<file path="src/maze_dfs_explorer_defines.svh">
// Assertion macros for the maze explorer, emptied for synthesis.
`ifndef MAZE_DFS_EXPLORER_DEFINES_SVH
`define MAZE_DFS_EXPLORER_DEFINES_SVH

`ifndef SYNTHESIS

// ante holds in a cycle -> cons holds in the same cycle
`define MDE_ASSERT_IMPL(label, ante, cons, msg) \
    label: assert property (@(posedge aclk) disable iff (!aresetn) (ante) |-> (cons)) \
        else $error(msg);

// ante holds in a cycle -> cons holds in the next cycle
`define MDE_ASSERT_NEXT(label, ante, cons, msg) \
    label: assert property (@(posedge aclk) disable iff (!aresetn) (ante) |=> (cons)) \
        else $error(msg);

`else

`define MDE_ASSERT_IMPL(label, ante, cons, msg)
`define MDE_ASSERT_NEXT(label, ante, cons, msg)

`endif

`endif

</file>
<file path="src/mde_pkg.sv">
// Types, codes and constants of the depth-first maze explorer.
package mde_pkg;

    localparam int MAZE_SIZE_DEFAULT = 16;
    localparam int COORD_W           = 4;   // cell coordinate as stored in cur_x/cur_y
    localparam int NB_W              = 5;   // neighbour coordinate, may sit one past 15
    localparam int CFG_ADDR_W        = 3;
    localparam int CFG_DATA_W        = 5;

    typedef enum logic [CFG_ADDR_W-1:0] {
        CFG_GOAL_X        = 3'd0,
        CFG_GOAL_Y        = 3'd1,
        CFG_START_X       = 3'd2,
        CFG_START_Y       = 3'd3,
        CFG_START_HEADING = 3'd4,
        CFG_MAZE_WIDTH    = 3'd5,
        CFG_MAZE_HEIGHT   = 3'd6
    } cfg_reg_t;

    typedef enum logic [1:0] {
        CMD_NONE    = 2'd0,
        CMD_LEFT    = 2'd1,
        CMD_RIGHT   = 2'd2,
        CMD_FORWARD = 2'd3
    } cmd_t;

    typedef enum logic [1:0] {
        STAT_EXPLORING = 2'd0,
        STAT_GOAL      = 2'd1,
        STAT_NO_PATH   = 2'd2
    } status_t;

    typedef enum logic [1:0] {
        DIR_NORTH = 2'd0,
        DIR_EAST  = 2'd1,
        DIR_SOUTH = 2'd2,
        DIR_WEST  = 2'd3
    } dir_t;

    // target direction minus heading
    typedef enum logic [1:0] {
        ROT_AHEAD = 2'd0,
        ROT_CW    = 2'd1,
        ROT_ABOUT = 2'd2,
        ROT_CCW   = 2'd3
    } rot_t;

    typedef enum logic {
        PH_CLEAR,
        PH_RUN
    } phase_t;

    localparam logic [COORD_W-1:0]    GOAL_X_RST        = 4'd7;
    localparam logic [COORD_W-1:0]    GOAL_Y_RST        = 4'd7;
    localparam logic [COORD_W-1:0]    START_X_RST       = 4'd0;
    localparam logic [COORD_W-1:0]    START_Y_RST       = 4'd0;
    localparam logic [1:0]            START_HEADING_RST = 2'd0;
    localparam logic [CFG_DATA_W-1:0] MAZE_WIDTH_RST    = 5'd16;
    localparam logic [CFG_DATA_W-1:0] MAZE_HEIGHT_RST   = 5'd16;

    typedef struct packed {
        logic wall_front;
        logic wall_right;
        logic wall_back;
        logic wall_left;
    } in_item_t;

    typedef struct packed {
        cmd_t    command;
        status_t status;
        logic    last;
    } out_item_t;

    // all results of one step, emitted in order cmd0..cmd[n_last]
    typedef struct packed {
        cmd_t       cmd0;
        cmd_t       cmd1;
        cmd_t       cmd2;
        status_t    status;
        logic [1:0] n_last;
    } desc_t;

endpackage

</file>
<file path="src/maze_dfs_explorer.sv">
// Depth-first maze explorer: visited rows and path stack in memories, read-modify-write per step.
//
//  channel   | ports                              | direction | content
//  ----------+------------------------------------+-----------+-------------------------------
//  sensing   | s_valid s_ready s_data             | in        | four wall bits, robot relative
//  commands  | m_valid m_ready m_data             | out       | command, status, last
//  config    | cfg_wr_en cfg_addr cfg_wr_data     | in        | register write, no wait
//
// In a step, the accept cycle reads three visited rows (split over an even-row and an odd-row
// memory) and the stack top; the decision and write-back follow once the result register is free.
// Each step yields one to three commands, drained one per cycle while m_ready is high through a result register;
// the next step is taken while those still wait, execution holds only when they block it.
// After reset a clearing pass zeroes the visited rows; no transaction is accepted meanwhile,
// configuration writes are.
`include "maze_dfs_explorer_defines.svh"

module maze_dfs_explorer #(
    parameter int MAZE_SIZE = mde_pkg::MAZE_SIZE_DEFAULT
) (
    input  logic                                aclk,
    input  logic                                aresetn,

    input  logic                                s_valid,
    output logic                                s_ready,
    input  mde_pkg::in_item_t                   s_data,

    output logic                                m_valid,
    input  logic                                m_ready,
    output mde_pkg::out_item_t                  m_data,

    input  logic                                cfg_wr_en,
    input  logic [mde_pkg::CFG_ADDR_W-1:0]      cfg_addr,
    input  logic [mde_pkg::CFG_DATA_W-1:0]      cfg_wr_data
);

    localparam int CXW    = $clog2(MAZE_SIZE);
    localparam int SCW    = (CXW > mde_pkg::COORD_W) ? CXW : mde_pkg::COORD_W;
    localparam int ROWS_E = (MAZE_SIZE + 1) / 2;
    localparam int ROWS_O = MAZE_SIZE / 2;
    localparam int REAW   = (ROWS_E > 1) ? $clog2(ROWS_E) : 1;
    localparam int ROAW   = (ROWS_O > 1) ? $clog2(ROWS_O) : 1;
    localparam int CELLS  = MAZE_SIZE * MAZE_SIZE;
    localparam int SAW    = $clog2(CELLS);
    localparam int CNTW   = $clog2(CELLS + 1);
    localparam int NBW    = mde_pkg::NB_W;
    localparam int CW     = mde_pkg::COORD_W;

    localparam logic [NBW:0]    MS_LIM   = (NBW + 1)'(MAZE_SIZE);
    localparam logic [CNTW-1:0] CNT_FULL = CNTW'(CELLS);
    localparam logic [REAW-1:0] CLR_LAST = REAW'(ROWS_E - 1);
    localparam logic [REAW:0]   CLR_ODD  = (REAW + 1)'(ROWS_O);

    // ---------------------------------------------------------------- registers
    mde_pkg::phase_t    phase_reg, phase_next;
    logic [REAW-1:0]    clr_reg, clr_next;

    logic [CW-1:0]      goal_x_reg, goal_y_reg, start_x_reg, start_y_reg;
    logic [1:0]         start_head_reg;
    logic [4:0]         maze_w_reg, maze_h_reg;

    logic [CW-1:0]      cur_x_reg, cur_x_next, cur_y_reg, cur_y_next;
    logic [1:0]         heading_reg, heading_next;
    logic [CNTW-1:0]    count_reg, count_next;
    mde_pkg::status_t   finish_reg, finish_next;
    logic [2*CW-1:0]    base_reg, base_next;

    logic               ex_valid_reg;
    mde_pkg::in_item_t  in_reg;

    logic               desc_valid_reg;
    mde_pkg::desc_t     desc_reg, ex_desc;
    logic [1:0]         idx_reg;

    // ---------------------------------------------------------------- memories
    logic [MAZE_SIZE-1:0] vis_even [ROWS_E];
    logic [MAZE_SIZE-1:0] vis_odd  [ROWS_O];
    logic [2*SCW-1:0]     stk_mem  [CELLS];

    logic [MAZE_SIZE-1:0] ev_rd_a_reg, ev_rd_b_reg, od_rd_a_reg, od_rd_b_reg;
    logic [2*SCW-1:0]     stk_rd_reg;

    // ---------------------------------------------------------------- control
    logic clr_active;
    logic in_acc, ex_fire, out_last;
    logic vis_we, stk_we;

    assign in_acc   = s_valid && s_ready;
    assign out_last = (idx_reg == desc_reg.n_last);
    assign ex_fire  = ex_valid_reg && (!desc_valid_reg || (m_ready && out_last));

    always_comb begin
        phase_next = phase_reg;
        clr_next   = clr_reg;
        unique case (phase_reg)
            mde_pkg::PH_CLEAR: begin
                clr_next = clr_reg + REAW'(1);
                if (clr_reg == CLR_LAST) begin
                    phase_next = mde_pkg::PH_RUN;
                end
            end
            mde_pkg::PH_RUN: begin
                phase_next = mde_pkg::PH_RUN;
            end
        endcase
    end

    always_comb begin
        unique case (phase_reg)
            mde_pkg::PH_CLEAR: begin
                clr_active = 1'b1;
                s_ready    = 1'b0;
            end
            mde_pkg::PH_RUN: begin
                clr_active = 1'b0;
                s_ready    = !ex_valid_reg;
            end
        endcase
    end

    // ---------------------------------------------------------------- row addressing
    logic [NBW-1:0] x5, y5, yn, ys;
    logic [3:0]     yrow_c, yrow_n, yrow_s;
    logic           yc_ok, yn_ok, ys_ok, cur_in_grid;

    assign x5     = {1'b0, cur_x_reg};
    assign y5     = {1'b0, cur_y_reg};
    assign yn     = y5 + NBW'(1);
    assign ys     = y5 - NBW'(1);
    assign yrow_c = y5[4:1];
    assign yrow_n = yn[4:1];
    assign yrow_s = ys[4:1];
    assign yc_ok  = {1'b0, y5} < MS_LIM;
    assign yn_ok  = {1'b0, yn} < MS_LIM;
    assign ys_ok  = (cur_y_reg != '0) && ({1'b0, ys} < MS_LIM);
    assign cur_in_grid = ({1'b0, x5} < MS_LIM) && yc_ok;

    logic           ev_re_a, ev_re_b, od_re_a, od_re_b;
    logic [3:0]     ev_ra_a, od_ra_a;
    logic           ev_we, od_we;
    logic [REAW-1:0] ev_waddr;
    logic [ROAW-1:0] od_waddr;
    logic [MAZE_SIZE-1:0] row_c, row_n, row_s, row_mark, vis_wdata;

    // rows y-1 and y+1 share a parity, row y has the other
    assign ev_re_a = in_acc && (cur_y_reg[0] ? ys_ok : yc_ok);
    assign ev_ra_a = cur_y_reg[0] ? yrow_s : yrow_c;
    assign ev_re_b = in_acc && cur_y_reg[0] && yn_ok;
    assign od_re_a = in_acc && (cur_y_reg[0] ? yc_ok : ys_ok);
    assign od_ra_a = cur_y_reg[0] ? yrow_c : yrow_s;
    assign od_re_b = in_acc && !cur_y_reg[0] && yn_ok;

    assign row_c = cur_y_reg[0] ? od_rd_a_reg : ev_rd_a_reg;
    assign row_s = cur_y_reg[0] ? ev_rd_a_reg : od_rd_a_reg;
    assign row_n = cur_y_reg[0] ? ev_rd_b_reg : od_rd_b_reg;

    always_comb begin
        row_mark = row_c;
        if (cur_in_grid) begin
            row_mark[x5[CXW-1:0]] = 1'b1;
        end
    end

    assign vis_wdata = clr_active ? '0 : row_mark;
    assign ev_we     = clr_active || (ex_fire && vis_we && !cur_y_reg[0]);
    assign od_we     = clr_active ? ({1'b0, clr_reg} < CLR_ODD)
                                  : (ex_fire && vis_we && cur_y_reg[0]);
    assign ev_waddr  = clr_active ? clr_reg : yrow_c[REAW-1:0];
    assign od_waddr  = clr_active ? clr_reg[ROAW-1:0] : yrow_c[ROAW-1:0];

    always_ff @(posedge aclk) begin
        if (ev_we) begin
            vis_even[ev_waddr] <= vis_wdata;
        end
        if (ev_re_a) begin
            ev_rd_a_reg <= vis_even[ev_ra_a[REAW-1:0]];
        end
        if (ev_re_b) begin
            ev_rd_b_reg <= vis_even[yrow_n[REAW-1:0]];
        end
    end

    always_ff @(posedge aclk) begin
        if (od_we) begin
            vis_odd[od_waddr] <= vis_wdata;
        end
        if (od_re_a) begin
            od_rd_a_reg <= vis_odd[od_ra_a[ROAW-1:0]];
        end
        if (od_re_b) begin
            od_rd_b_reg <= vis_odd[yrow_n[ROAW-1:0]];
        end
    end

    // ---------------------------------------------------------------- path stack
    // entry 0 is the start cell and lives in base_reg; the memory holds entries from 1 up
    logic [CNTW-1:0] cnt0, cnt_m2;
    logic            stk_re, top_is_base;
    logic [NBW-1:0]  top_x, top_y;
    logic [2*SCW-1:0] stk_wdata;

    assign cnt0        = (count_reg == '0) ? CNTW'(1) : count_reg;
    assign cnt_m2      = count_reg - CNTW'(2);
    assign stk_re      = in_acc && (count_reg > CNTW'(2));
    assign top_is_base = (count_reg == CNTW'(2));
    assign top_x = top_is_base ? {1'b0, base_reg[CW-1:0]} : NBW'(stk_rd_reg[SCW-1:0]);
    assign top_y = top_is_base ? {1'b0, base_reg[2*CW-1:CW]} : NBW'(stk_rd_reg[2*SCW-1:SCW]);

    always_ff @(posedge aclk) begin
        if (ex_fire && stk_we) begin
            stk_mem[cnt0[SAW-1:0]] <= stk_wdata;
        end
        if (stk_re) begin
            stk_rd_reg <= stk_mem[cnt_m2[SAW-1:0]];
        end
    end

    // ---------------------------------------------------------------- neighbour search
    function automatic logic row_bit(logic [MAZE_SIZE-1:0] row, logic [NBW-1:0] col);
        logic hit;
        hit = 1'b0;
        if ({1'b0, col} < MS_LIM) begin
            hit = row[col[CXW-1:0]];
        end
        return hit;
    endfunction

    logic [NBW-1:0] nx [4];
    logic [NBW-1:0] ny [4];
    logic [3:0]     nv, vis, wall_rel, wall_abs, ok, adj;
    logic           full, any_ok, any_adj;
    logic [1:0]     mv_dir;

    assign wall_rel = {in_reg.wall_left, in_reg.wall_back, in_reg.wall_right, in_reg.wall_front};
    assign full     = (cnt0 >= CNT_FULL);

    always_comb begin
        nx[mde_pkg::DIR_NORTH] = x5;             ny[mde_pkg::DIR_NORTH] = yn;
        nx[mde_pkg::DIR_EAST]  = x5 + NBW'(1);   ny[mde_pkg::DIR_EAST]  = y5;
        nx[mde_pkg::DIR_SOUTH] = x5;             ny[mde_pkg::DIR_SOUTH] = ys;
        nx[mde_pkg::DIR_WEST]  = x5 - NBW'(1);   ny[mde_pkg::DIR_WEST]  = y5;
        nv[mde_pkg::DIR_NORTH] = 1'b1;
        nv[mde_pkg::DIR_EAST]  = 1'b1;
        nv[mde_pkg::DIR_SOUTH] = (cur_y_reg != '0);
        nv[mde_pkg::DIR_WEST]  = (cur_x_reg != '0);
        vis[mde_pkg::DIR_NORTH] = row_bit(row_n, x5);
        vis[mde_pkg::DIR_EAST]  = row_bit(row_c, nx[mde_pkg::DIR_EAST]);
        vis[mde_pkg::DIR_SOUTH] = row_bit(row_s, x5);
        vis[mde_pkg::DIR_WEST]  = row_bit(row_c, nx[mde_pkg::DIR_WEST]);
        for (int k = 0; k < 4; k++) begin
            wall_abs[k] = wall_rel[2'(k) - heading_reg];
            ok[k]  = nv[k] && !wall_abs[k] && !vis[k] && !full
                     && ({1'b0, nx[k]} < MS_LIM) && ({1'b0, ny[k]} < MS_LIM)
                     && (nx[k] < maze_w_reg) && (ny[k] < maze_h_reg);
            adj[k] = nv[k] && (nx[k] == top_x) && (ny[k] == top_y);
        end
    end

    assign any_ok  = |ok;
    assign any_adj = |adj;

    // first open direction; on a backtrack the direction of the new top
    always_comb begin
        priority if (any_ok ? ok[mde_pkg::DIR_NORTH] : adj[mde_pkg::DIR_NORTH]) begin
            mv_dir = mde_pkg::DIR_NORTH;
        end else if (any_ok ? ok[mde_pkg::DIR_EAST] : adj[mde_pkg::DIR_EAST]) begin
            mv_dir = mde_pkg::DIR_EAST;
        end else if (any_ok ? ok[mde_pkg::DIR_SOUTH] : adj[mde_pkg::DIR_SOUTH]) begin
            mv_dir = mde_pkg::DIR_SOUTH;
        end else begin
            mv_dir = mde_pkg::DIR_WEST;
        end
    end

    assign stk_wdata = {ny[mv_dir][SCW-1:0], nx[mv_dir][SCW-1:0]};

    // turns then one forward move
    mde_pkg::desc_t mv_desc;
    mde_pkg::rot_t  mv_rot;

    assign mv_rot = mde_pkg::rot_t'(mv_dir - heading_reg);

    always_comb begin
        mv_desc        = '{cmd0: mde_pkg::CMD_NONE, cmd1: mde_pkg::CMD_NONE,
                           cmd2: mde_pkg::CMD_NONE, status: mde_pkg::STAT_EXPLORING,
                           n_last: 2'd0};
        unique case (mv_rot)
            mde_pkg::ROT_AHEAD: begin
                mv_desc.cmd0   = mde_pkg::CMD_FORWARD;
                mv_desc.n_last = 2'd0;
            end
            mde_pkg::ROT_CW: begin
                mv_desc.cmd0   = mde_pkg::CMD_RIGHT;
                mv_desc.cmd1   = mde_pkg::CMD_FORWARD;
                mv_desc.n_last = 2'd1;
            end
            mde_pkg::ROT_CCW: begin
                mv_desc.cmd0   = mde_pkg::CMD_LEFT;
                mv_desc.cmd1   = mde_pkg::CMD_FORWARD;
                mv_desc.n_last = 2'd1;
            end
            mde_pkg::ROT_ABOUT: begin
                // about-turn goes right towards west, left otherwise
                mv_desc.cmd0   = (mv_dir == mde_pkg::DIR_WEST) ? mde_pkg::CMD_RIGHT
                                                               : mde_pkg::CMD_LEFT;
                mv_desc.cmd1   = mv_desc.cmd0;
                mv_desc.cmd2   = mde_pkg::CMD_FORWARD;
                mv_desc.n_last = 2'd2;
            end
        endcase
    end

    // ---------------------------------------------------------------- step decision
    always_comb begin
        cur_x_next   = cur_x_reg;
        cur_y_next   = cur_y_reg;
        heading_next = heading_reg;
        count_next   = count_reg;
        finish_next  = finish_reg;
        base_next    = base_reg;
        vis_we       = 1'b0;
        stk_we       = 1'b0;
        ex_desc      = '{cmd0: mde_pkg::CMD_NONE, cmd1: mde_pkg::CMD_NONE,
                         cmd2: mde_pkg::CMD_NONE, status: finish_reg, n_last: 2'd0};
        priority if (finish_reg != mde_pkg::STAT_EXPLORING) begin
            ex_desc.status = finish_reg;
        end else if (cur_x_reg == goal_x_reg && cur_y_reg == goal_y_reg) begin
            finish_next    = mde_pkg::STAT_GOAL;
            ex_desc.status = mde_pkg::STAT_GOAL;
        end else begin
            vis_we = cur_in_grid;
            if (count_reg == '0) begin
                base_next = {cur_y_reg, cur_x_reg};
            end
            priority if (any_ok) begin
                stk_we       = 1'b1;
                count_next   = cnt0 + CNTW'(1);
                heading_next = mv_dir;
                cur_x_next   = nx[mv_dir][CW-1:0];
                cur_y_next   = ny[mv_dir][CW-1:0];
                ex_desc      = mv_desc;
            end else if (cnt0 == CNTW'(1)) begin
                count_next     = '0;
                finish_next    = mde_pkg::STAT_NO_PATH;
                ex_desc.status = mde_pkg::STAT_NO_PATH;
            end else if (any_adj) begin
                count_next   = cnt0 - CNTW'(1);
                heading_next = mv_dir;
                cur_x_next   = nx[mv_dir][CW-1:0];
                cur_y_next   = ny[mv_dir][CW-1:0];
                ex_desc      = mv_desc;
            end else begin
                // top not adjacent: jump there without a command
                count_next     = cnt0 - CNTW'(1);
                cur_x_next     = top_x[CW-1:0];
                cur_y_next     = top_y[CW-1:0];
                ex_desc.status = mde_pkg::STAT_EXPLORING;
            end
        end
    end

    // ---------------------------------------------------------------- state registers
    logic cfg_idle;
    assign cfg_idle = (count_reg == '0) && (finish_reg == mde_pkg::STAT_EXPLORING);

    always_ff @(posedge aclk) begin
        if (!aresetn) begin
            phase_reg      <= mde_pkg::PH_CLEAR;
            clr_reg        <= '0;
            goal_x_reg     <= mde_pkg::GOAL_X_RST;
            goal_y_reg     <= mde_pkg::GOAL_Y_RST;
            start_x_reg    <= mde_pkg::START_X_RST;
            start_y_reg    <= mde_pkg::START_Y_RST;
            start_head_reg <= mde_pkg::START_HEADING_RST;
            maze_w_reg     <= mde_pkg::MAZE_WIDTH_RST;
            maze_h_reg     <= mde_pkg::MAZE_HEIGHT_RST;
            cur_x_reg      <= mde_pkg::START_X_RST;
            cur_y_reg      <= mde_pkg::START_Y_RST;
            heading_reg    <= mde_pkg::START_HEADING_RST;
            count_reg      <= '0;
            finish_reg     <= mde_pkg::STAT_EXPLORING;
            ex_valid_reg   <= 1'b0;
            desc_valid_reg <= 1'b0;
            idx_reg        <= '0;
        end else begin
            phase_reg <= phase_next;
            clr_reg   <= clr_next;

            if (in_acc) begin
                ex_valid_reg <= 1'b1;
            end else if (ex_fire) begin
                ex_valid_reg <= 1'b0;
            end

            if (ex_fire) begin
                cur_x_reg      <= cur_x_next;
                cur_y_reg      <= cur_y_next;
                heading_reg    <= heading_next;
                count_reg      <= count_next;
                finish_reg     <= finish_next;
                desc_valid_reg <= 1'b1;
                idx_reg        <= '0;
            end else if (m_valid && m_ready) begin
                if (out_last) begin
                    desc_valid_reg <= 1'b0;
                end else begin
                    idx_reg <= idx_reg + 2'd1;
                end
            end

            if (cfg_wr_en) begin
                unique case (cfg_addr)
                    mde_pkg::CFG_GOAL_X:      goal_x_reg <= cfg_wr_data[CW-1:0];
                    mde_pkg::CFG_GOAL_Y:      goal_y_reg <= cfg_wr_data[CW-1:0];
                    mde_pkg::CFG_START_X: begin
                        start_x_reg <= cfg_wr_data[CW-1:0];
                        if (cfg_idle) begin
                            cur_x_reg <= cfg_wr_data[CW-1:0];
                        end
                    end
                    mde_pkg::CFG_START_Y: begin
                        start_y_reg <= cfg_wr_data[CW-1:0];
                        if (cfg_idle) begin
                            cur_y_reg <= cfg_wr_data[CW-1:0];
                        end
                    end
                    mde_pkg::CFG_START_HEADING: begin
                        start_head_reg <= cfg_wr_data[1:0];
                        if (cfg_idle) begin
                            heading_reg <= cfg_wr_data[1:0];
                        end
                    end
                    mde_pkg::CFG_MAZE_WIDTH:  maze_w_reg <= cfg_wr_data;
                    mde_pkg::CFG_MAZE_HEIGHT: maze_h_reg <= cfg_wr_data;
                    default: ;  // drop writes beyond the register list
                endcase
            end
        end
    end

    // payload holding registers
    always_ff @(posedge aclk) begin
        if (in_acc) begin
            in_reg <= s_data;
        end
        if (ex_fire) begin
            desc_reg <= ex_desc;
            base_reg <= base_next;
        end
    end

    // ---------------------------------------------------------------- result channel
    assign m_valid = desc_valid_reg;

    always_comb begin
        unique case (idx_reg)
            2'd0:    m_data.command = desc_reg.cmd0;
            2'd1:    m_data.command = desc_reg.cmd1;
            default: m_data.command = desc_reg.cmd2;
        endcase
        m_data.status = desc_reg.status;
        m_data.last   = out_last;
    end

    // ---------------------------------------------------------------- checks
    `MDE_ASSERT_NEXT(a_acc_held, s_valid && s_ready, ex_valid_reg, "accepted transaction lost before execution")
    `MDE_ASSERT_IMPL(a_clear_quiet, phase_reg == mde_pkg::PH_CLEAR, !ex_valid_reg && !desc_valid_reg, "activity during clearing pass")
    `MDE_ASSERT_IMPL(a_stack_bound, 1'b1, count_reg <= CNT_FULL, "path stack count beyond depth")
    `MDE_ASSERT_NEXT(a_finish_hold, finish_reg != mde_pkg::STAT_EXPLORING, $stable(finish_reg), "finish status changed after end of search")
    `MDE_ASSERT_IMPL(a_idx_range, desc_valid_reg, idx_reg <= desc_reg.n_last, "result index past final command")

endmodule

</file>
<file path="config.mk">
export PLATFORM = sky130hd
export DESIGN_NAME = maze_dfs_explorer
export DESIGN_NICKNAME = d
export VERILOG_FILES = /design/src/mde_pkg.sv /design/src/maze_dfs_explorer.sv
export VERILOG_INCLUDE_DIRS = /design/src /design/src/src
export SDC_FILE = /design/constraint.sdc
export NUM_CORES = 2
export LEC_CHECK = 0
export BUFFER_PORTS_ARGS = -buffer_cell sky130_fd_sc_hd__clkbuf_2
export CAP_MARGIN = 30
export CORE_UTILIZATION = 45
export CTS_CLUSTER_SIZE = 28
export DETAILED_ROUTE_END_ITERATION = 12
export PLACE_DENSITY_LB_ADDON = 0.12
export SYNTH_ARGS = -nofsm -noshare
export SYNTH_HDL_FRONTEND = slang
export SYNTH_SLANG_ARGS = --single-unit
</file>
<file path="constraint.sdc">
create_clock -name aclk -period 29.1 [get_ports aclk]
set_input_delay 5.82 -clock aclk [delete_from_list [all_inputs] [get_ports aclk]]
set_output_delay 5.82 -clock aclk [all_outputs]
set_load 0.005 [all_outputs]
</file>
==> flow_metrics.tcl <==
set metrics [dict create \
    run_status "completed" \
    final_max_slew_viol_count 0 \
    pwr-share-seq_pct 52.0 \
    unrepaired_setup_endpoints_after_global_routing "no" \
    final_cell_mix "sky130_fd_sc_hd__edfxtp_1 (2397), sky130_fd_sc_hd__mux4_2 (822), sky130_fd_sc_hd__nor2_1 (332)" \
    post-dp-hpwl_um 156700 \
    first_iter_violations 5632 \
    synth.ff_latch_count 2444 \
    die_width_um 470.6 \
    detail_route.wirelength_um 260600 \
    largest_register_ff_count 2048 \
    critical_path_cell_sequence "clkbuf_2 > a21boi_0 > nand2b_1 > inv_1 > and3_1 > nand2_1 > nor3_1 > nand2_2 > nor2_1" \
    period_needed_ns 8.812 \
    ctsHtreeMaxLevel 5 \
    synth-warning-count 0 \
    post_cts_resized 0 \
    most_common_cell_after_layout_fill_and_taps_aside "sky130_fd_sc_hd__edfxtp_1" \
    cellInternalPower_mw 6.046 \
    clk_pin_slew_ns 0.06 \
    grt_start_max_net_pins 147 \
    slew_headroom_pct 31.09 \
    detail-route-antenna-nets 0 \
    floorplan.die_area_um2 221500 \
    final_util_pct 51.43 \
    first_pass_grt_wire_length_um 373800 \
    synth.avg_cell_area_um2 21.53 \
    path_max_fanout 16 \
    critical-path-slowest-cell "sky130_fd_sc_hd__nor2_1" \
    finalClockSkew_ns 0.06951 \
    placementRows 171 \
    fin_hold_ws_ns 0.4886 \
    maximum_clock_frequency_mhz 113.5 \
    dieHeight_um 470.6 \
    cts_hold_repair.buffers 0 \
    cts_made_buffers 276 \
    fin_ws_ns 20.29 \
    drive_gt1_share_pct 30.06 \
    clock_power_share_pct 43.5 \
    criticalPathCategory "in -> reg" \
    detailedRoute.firstPassIterationCount 5 \
    synthDistinctLibCells 79 \
    ys.flop_type "sky130_fd_sc_hd__edfxtp_1" \
    cellPowerDensity_nw_per_um2 68.71 \
    cts_max_path_buffers 4 \
    ys_seq_area_share_pct 73.79 \
    power.net_switching_mw 1.644 \
    worst-slew-pin-transition_ns 1.030 \
    final_min_period_over_clock_period_pct 30.28 \
    grt_remaining_overflow 0 \
    worst_hold_path.num_cells 2 \
    worst_setup_start_kind "input pin" \
    power_frac_comb_pct 4.6 \
    ff2ff_path_depth 16 \
    p_leak_nw 34.18 \
    floorplan.io_pins 24 \
    drv.max_cap_violation_count 0 \
    vias 48100 \
    final-hold-violation-count 0 \
    synthCells 4589 \
    report.final.setup_viol 0 \
    netSwitchingFraction_pct 21.38 \
    clock_latency_reported_for_the_late_side_of_the_worst_skew_pair_ns 0.92 \
    first_global_vias 48853 \
    setup_tns_ns 0 \
    drt-vias-per-instance 6.164 \
    crit_path_end_kind "flip-flop" \
    cts_tree "yes" \
    grt_antenna_before_repair 12 \
    globalplace.congestion 0.8395 \
    coreArea_um2 217600 \
    postCtsSetupBuffers 0 \
    synth_enable_flop_cells 2397 \
    io_buffers 23 \
    groute.usage.overall_pct 23.63 \
    timing.hold.worst.class "reg -> reg" \
    crit_arrival_ns 9.35 \
    worstPathRequired_ns 29.64 \
    vdd_ir_drop_max_mv 0.05545 \
    synth_area_um2 98820 \
    final_net_count 4817 \
    cts.sink_count 2444 \
    wl_per_cell_um 33.40 \
    root_buffer "sky130_fd_sc_hd__clkbuf_16" \
    remaining_routing_drc_violations 0 \
    critPathMaxStageDelay_ns 0.84 \
    area_delta_synth_final_pct 13.24 \
    dp_worst_setup_slack_ns 19.38 \
    postSynth.asyncResetShare_pct 0 \
    postSynthNetCount 4646 \
    initial_utilization_pct 45.42 \
]
==> cell usage after synthesis, types with 10 or more instances <==
cell / instances / area share (%)
sky130_fd_sc_hd__xnor2_1: 28 / 0.25
sky130_fd_sc_hd__mux2_2: 51 / 0.58
sky130_fd_sc_hd__buf_1: 58 / 0.22
sky130_fd_sc_hd__nor2b_1: 15 / 0.095
sky130_fd_sc_hd__xor2_1: 22 / 0.19
sky130_fd_sc_hd__nand4_1: 14 / 0.089
sky130_fd_sc_hd__nand2_1: 137 / 0.52
sky130_fd_sc_hd__nand3_1: 26 / 0.13
sky130_fd_sc_hd__dfxtp_1: 47 / 0.95
sky130_fd_sc_hd__ha_1: 40 / 0.51
sky130_fd_sc_hd__clkbuf_1: 190 / 0.72
sky130_fd_sc_hd__buf_2: 11 / 0.056
sky130_fd_sc_hd__mux2i_1: 72 / 0.73
sky130_fd_sc_hd__mux4_2: 822 / 19
sky130_fd_sc_hd__nand2b_1: 10 / 0.063
sky130_fd_sc_hd__o21ai_0: 26 / 0.13
sky130_fd_sc_hd__a22oi_1: 11 / 0.084
sky130_fd_sc_hd__inv_1: 35 / 0.13
sky130_fd_sc_hd__nor3_1: 21 / 0.11
sky130_fd_sc_hd__edfxtp_1: 2397 / 73
sky130_fd_sc_hd__nor2_1: 348 / 1.3
sky130_fd_sc_hd__a21oi_1: 46 / 0.23
sky130_fd_sc_hd__a31oi_1: 11 / 0.070
==> per-stage QoR <==
step | cells | power [mW] | area, µm²
6_report | 7803 | 7.690 | 111900
5_1_grt | 7802 | 7.902 | 111900
4_1_cts | 7795 | 7.759 | 111800
3_5_place_dp | 7331 | 4.430 | 103200
3_3_place_gp | 7302 | 4.427 | 102600
2_1_floorplan | 4589 | 4.299 | 98820
==> cells by family after synthesis <==
group | synth area share, %
adder cells (fa/ha/maj) | 0.5064
multiplexers | 20.06
AND/OR/NAND/NOR | 2.816
XOR/XNOR | 0.4431
AO/OA/AOI/OAI | 1.176
flip-flops | 73.79
buffers and inverters | 1.212
==> worst max-delay path: cells and delay by family <==
| family | cells | cell delay (ns) |
|---|---|---|
| buf+inv | 2 | 0.44 |
| compound gates | 1 | 0.12 |
| simple gates | 6 | 2.95 |
==> final cells by class <==
type | count | area, µm²
Antenna cell | 3 | 7.507
Tap cell | 2854 | 3571
Sequential cell | 2444 | 72940
Clock inverter | 138 | 1308
Clock buffer | 326 | 7263
Fill cell | 16785 | 105700
Multi-Input combinational cell | 1839 | 24980
Inverter | 38 | 150.1
Timing Repair Buffer | 161 | 1697
==> routing by layer <==
metal | routed length (µm) | up-vias | GRT usage [%]
li1 | - | 19645 | -
met1 | 113800 | 26177 | 35.07
met2 | 125200 | 1979 | 37.04
met3 | 17110 | 299 | 3.827
met4 | 4481 | 0 | 5.052
met5 | 0 | - | 0
==> power by group through the flow <==
stage	clock network [mW]	registers, mW	logic, mW
2_1_floorplan	0	4.13	0.172
3_3_place_gp	0	4.07	0.359
3_5_place_dp	0	4.07	0.361
4_1_cts	3.40	3.99	0.362
5_1_grt	3.53	4.00	0.375
6_report	3.34	4.00	0.350
==> worst paths after layout <==
path,startpoint,end,slack [ns]
max reg2reg,cur_y_reg[0]$_SDFF_PN0_,stk_mem[32][7]$_DFFE_PP_,20.96
min,maze_h_reg[4]$_SDFFE_PN1P_,maze_h_reg[4]$_SDFFE_PN1P_,0.49
max,m_ready,stk_mem[70][3]$_DFFE_PP_,20.29
min reg2reg,maze_h_reg[4]$_SDFFE_PN1P_,maze_h_reg[4]$_SDFFE_PN1P_,0.49
No activity file was read; power rests on OpenSTA's default activity.
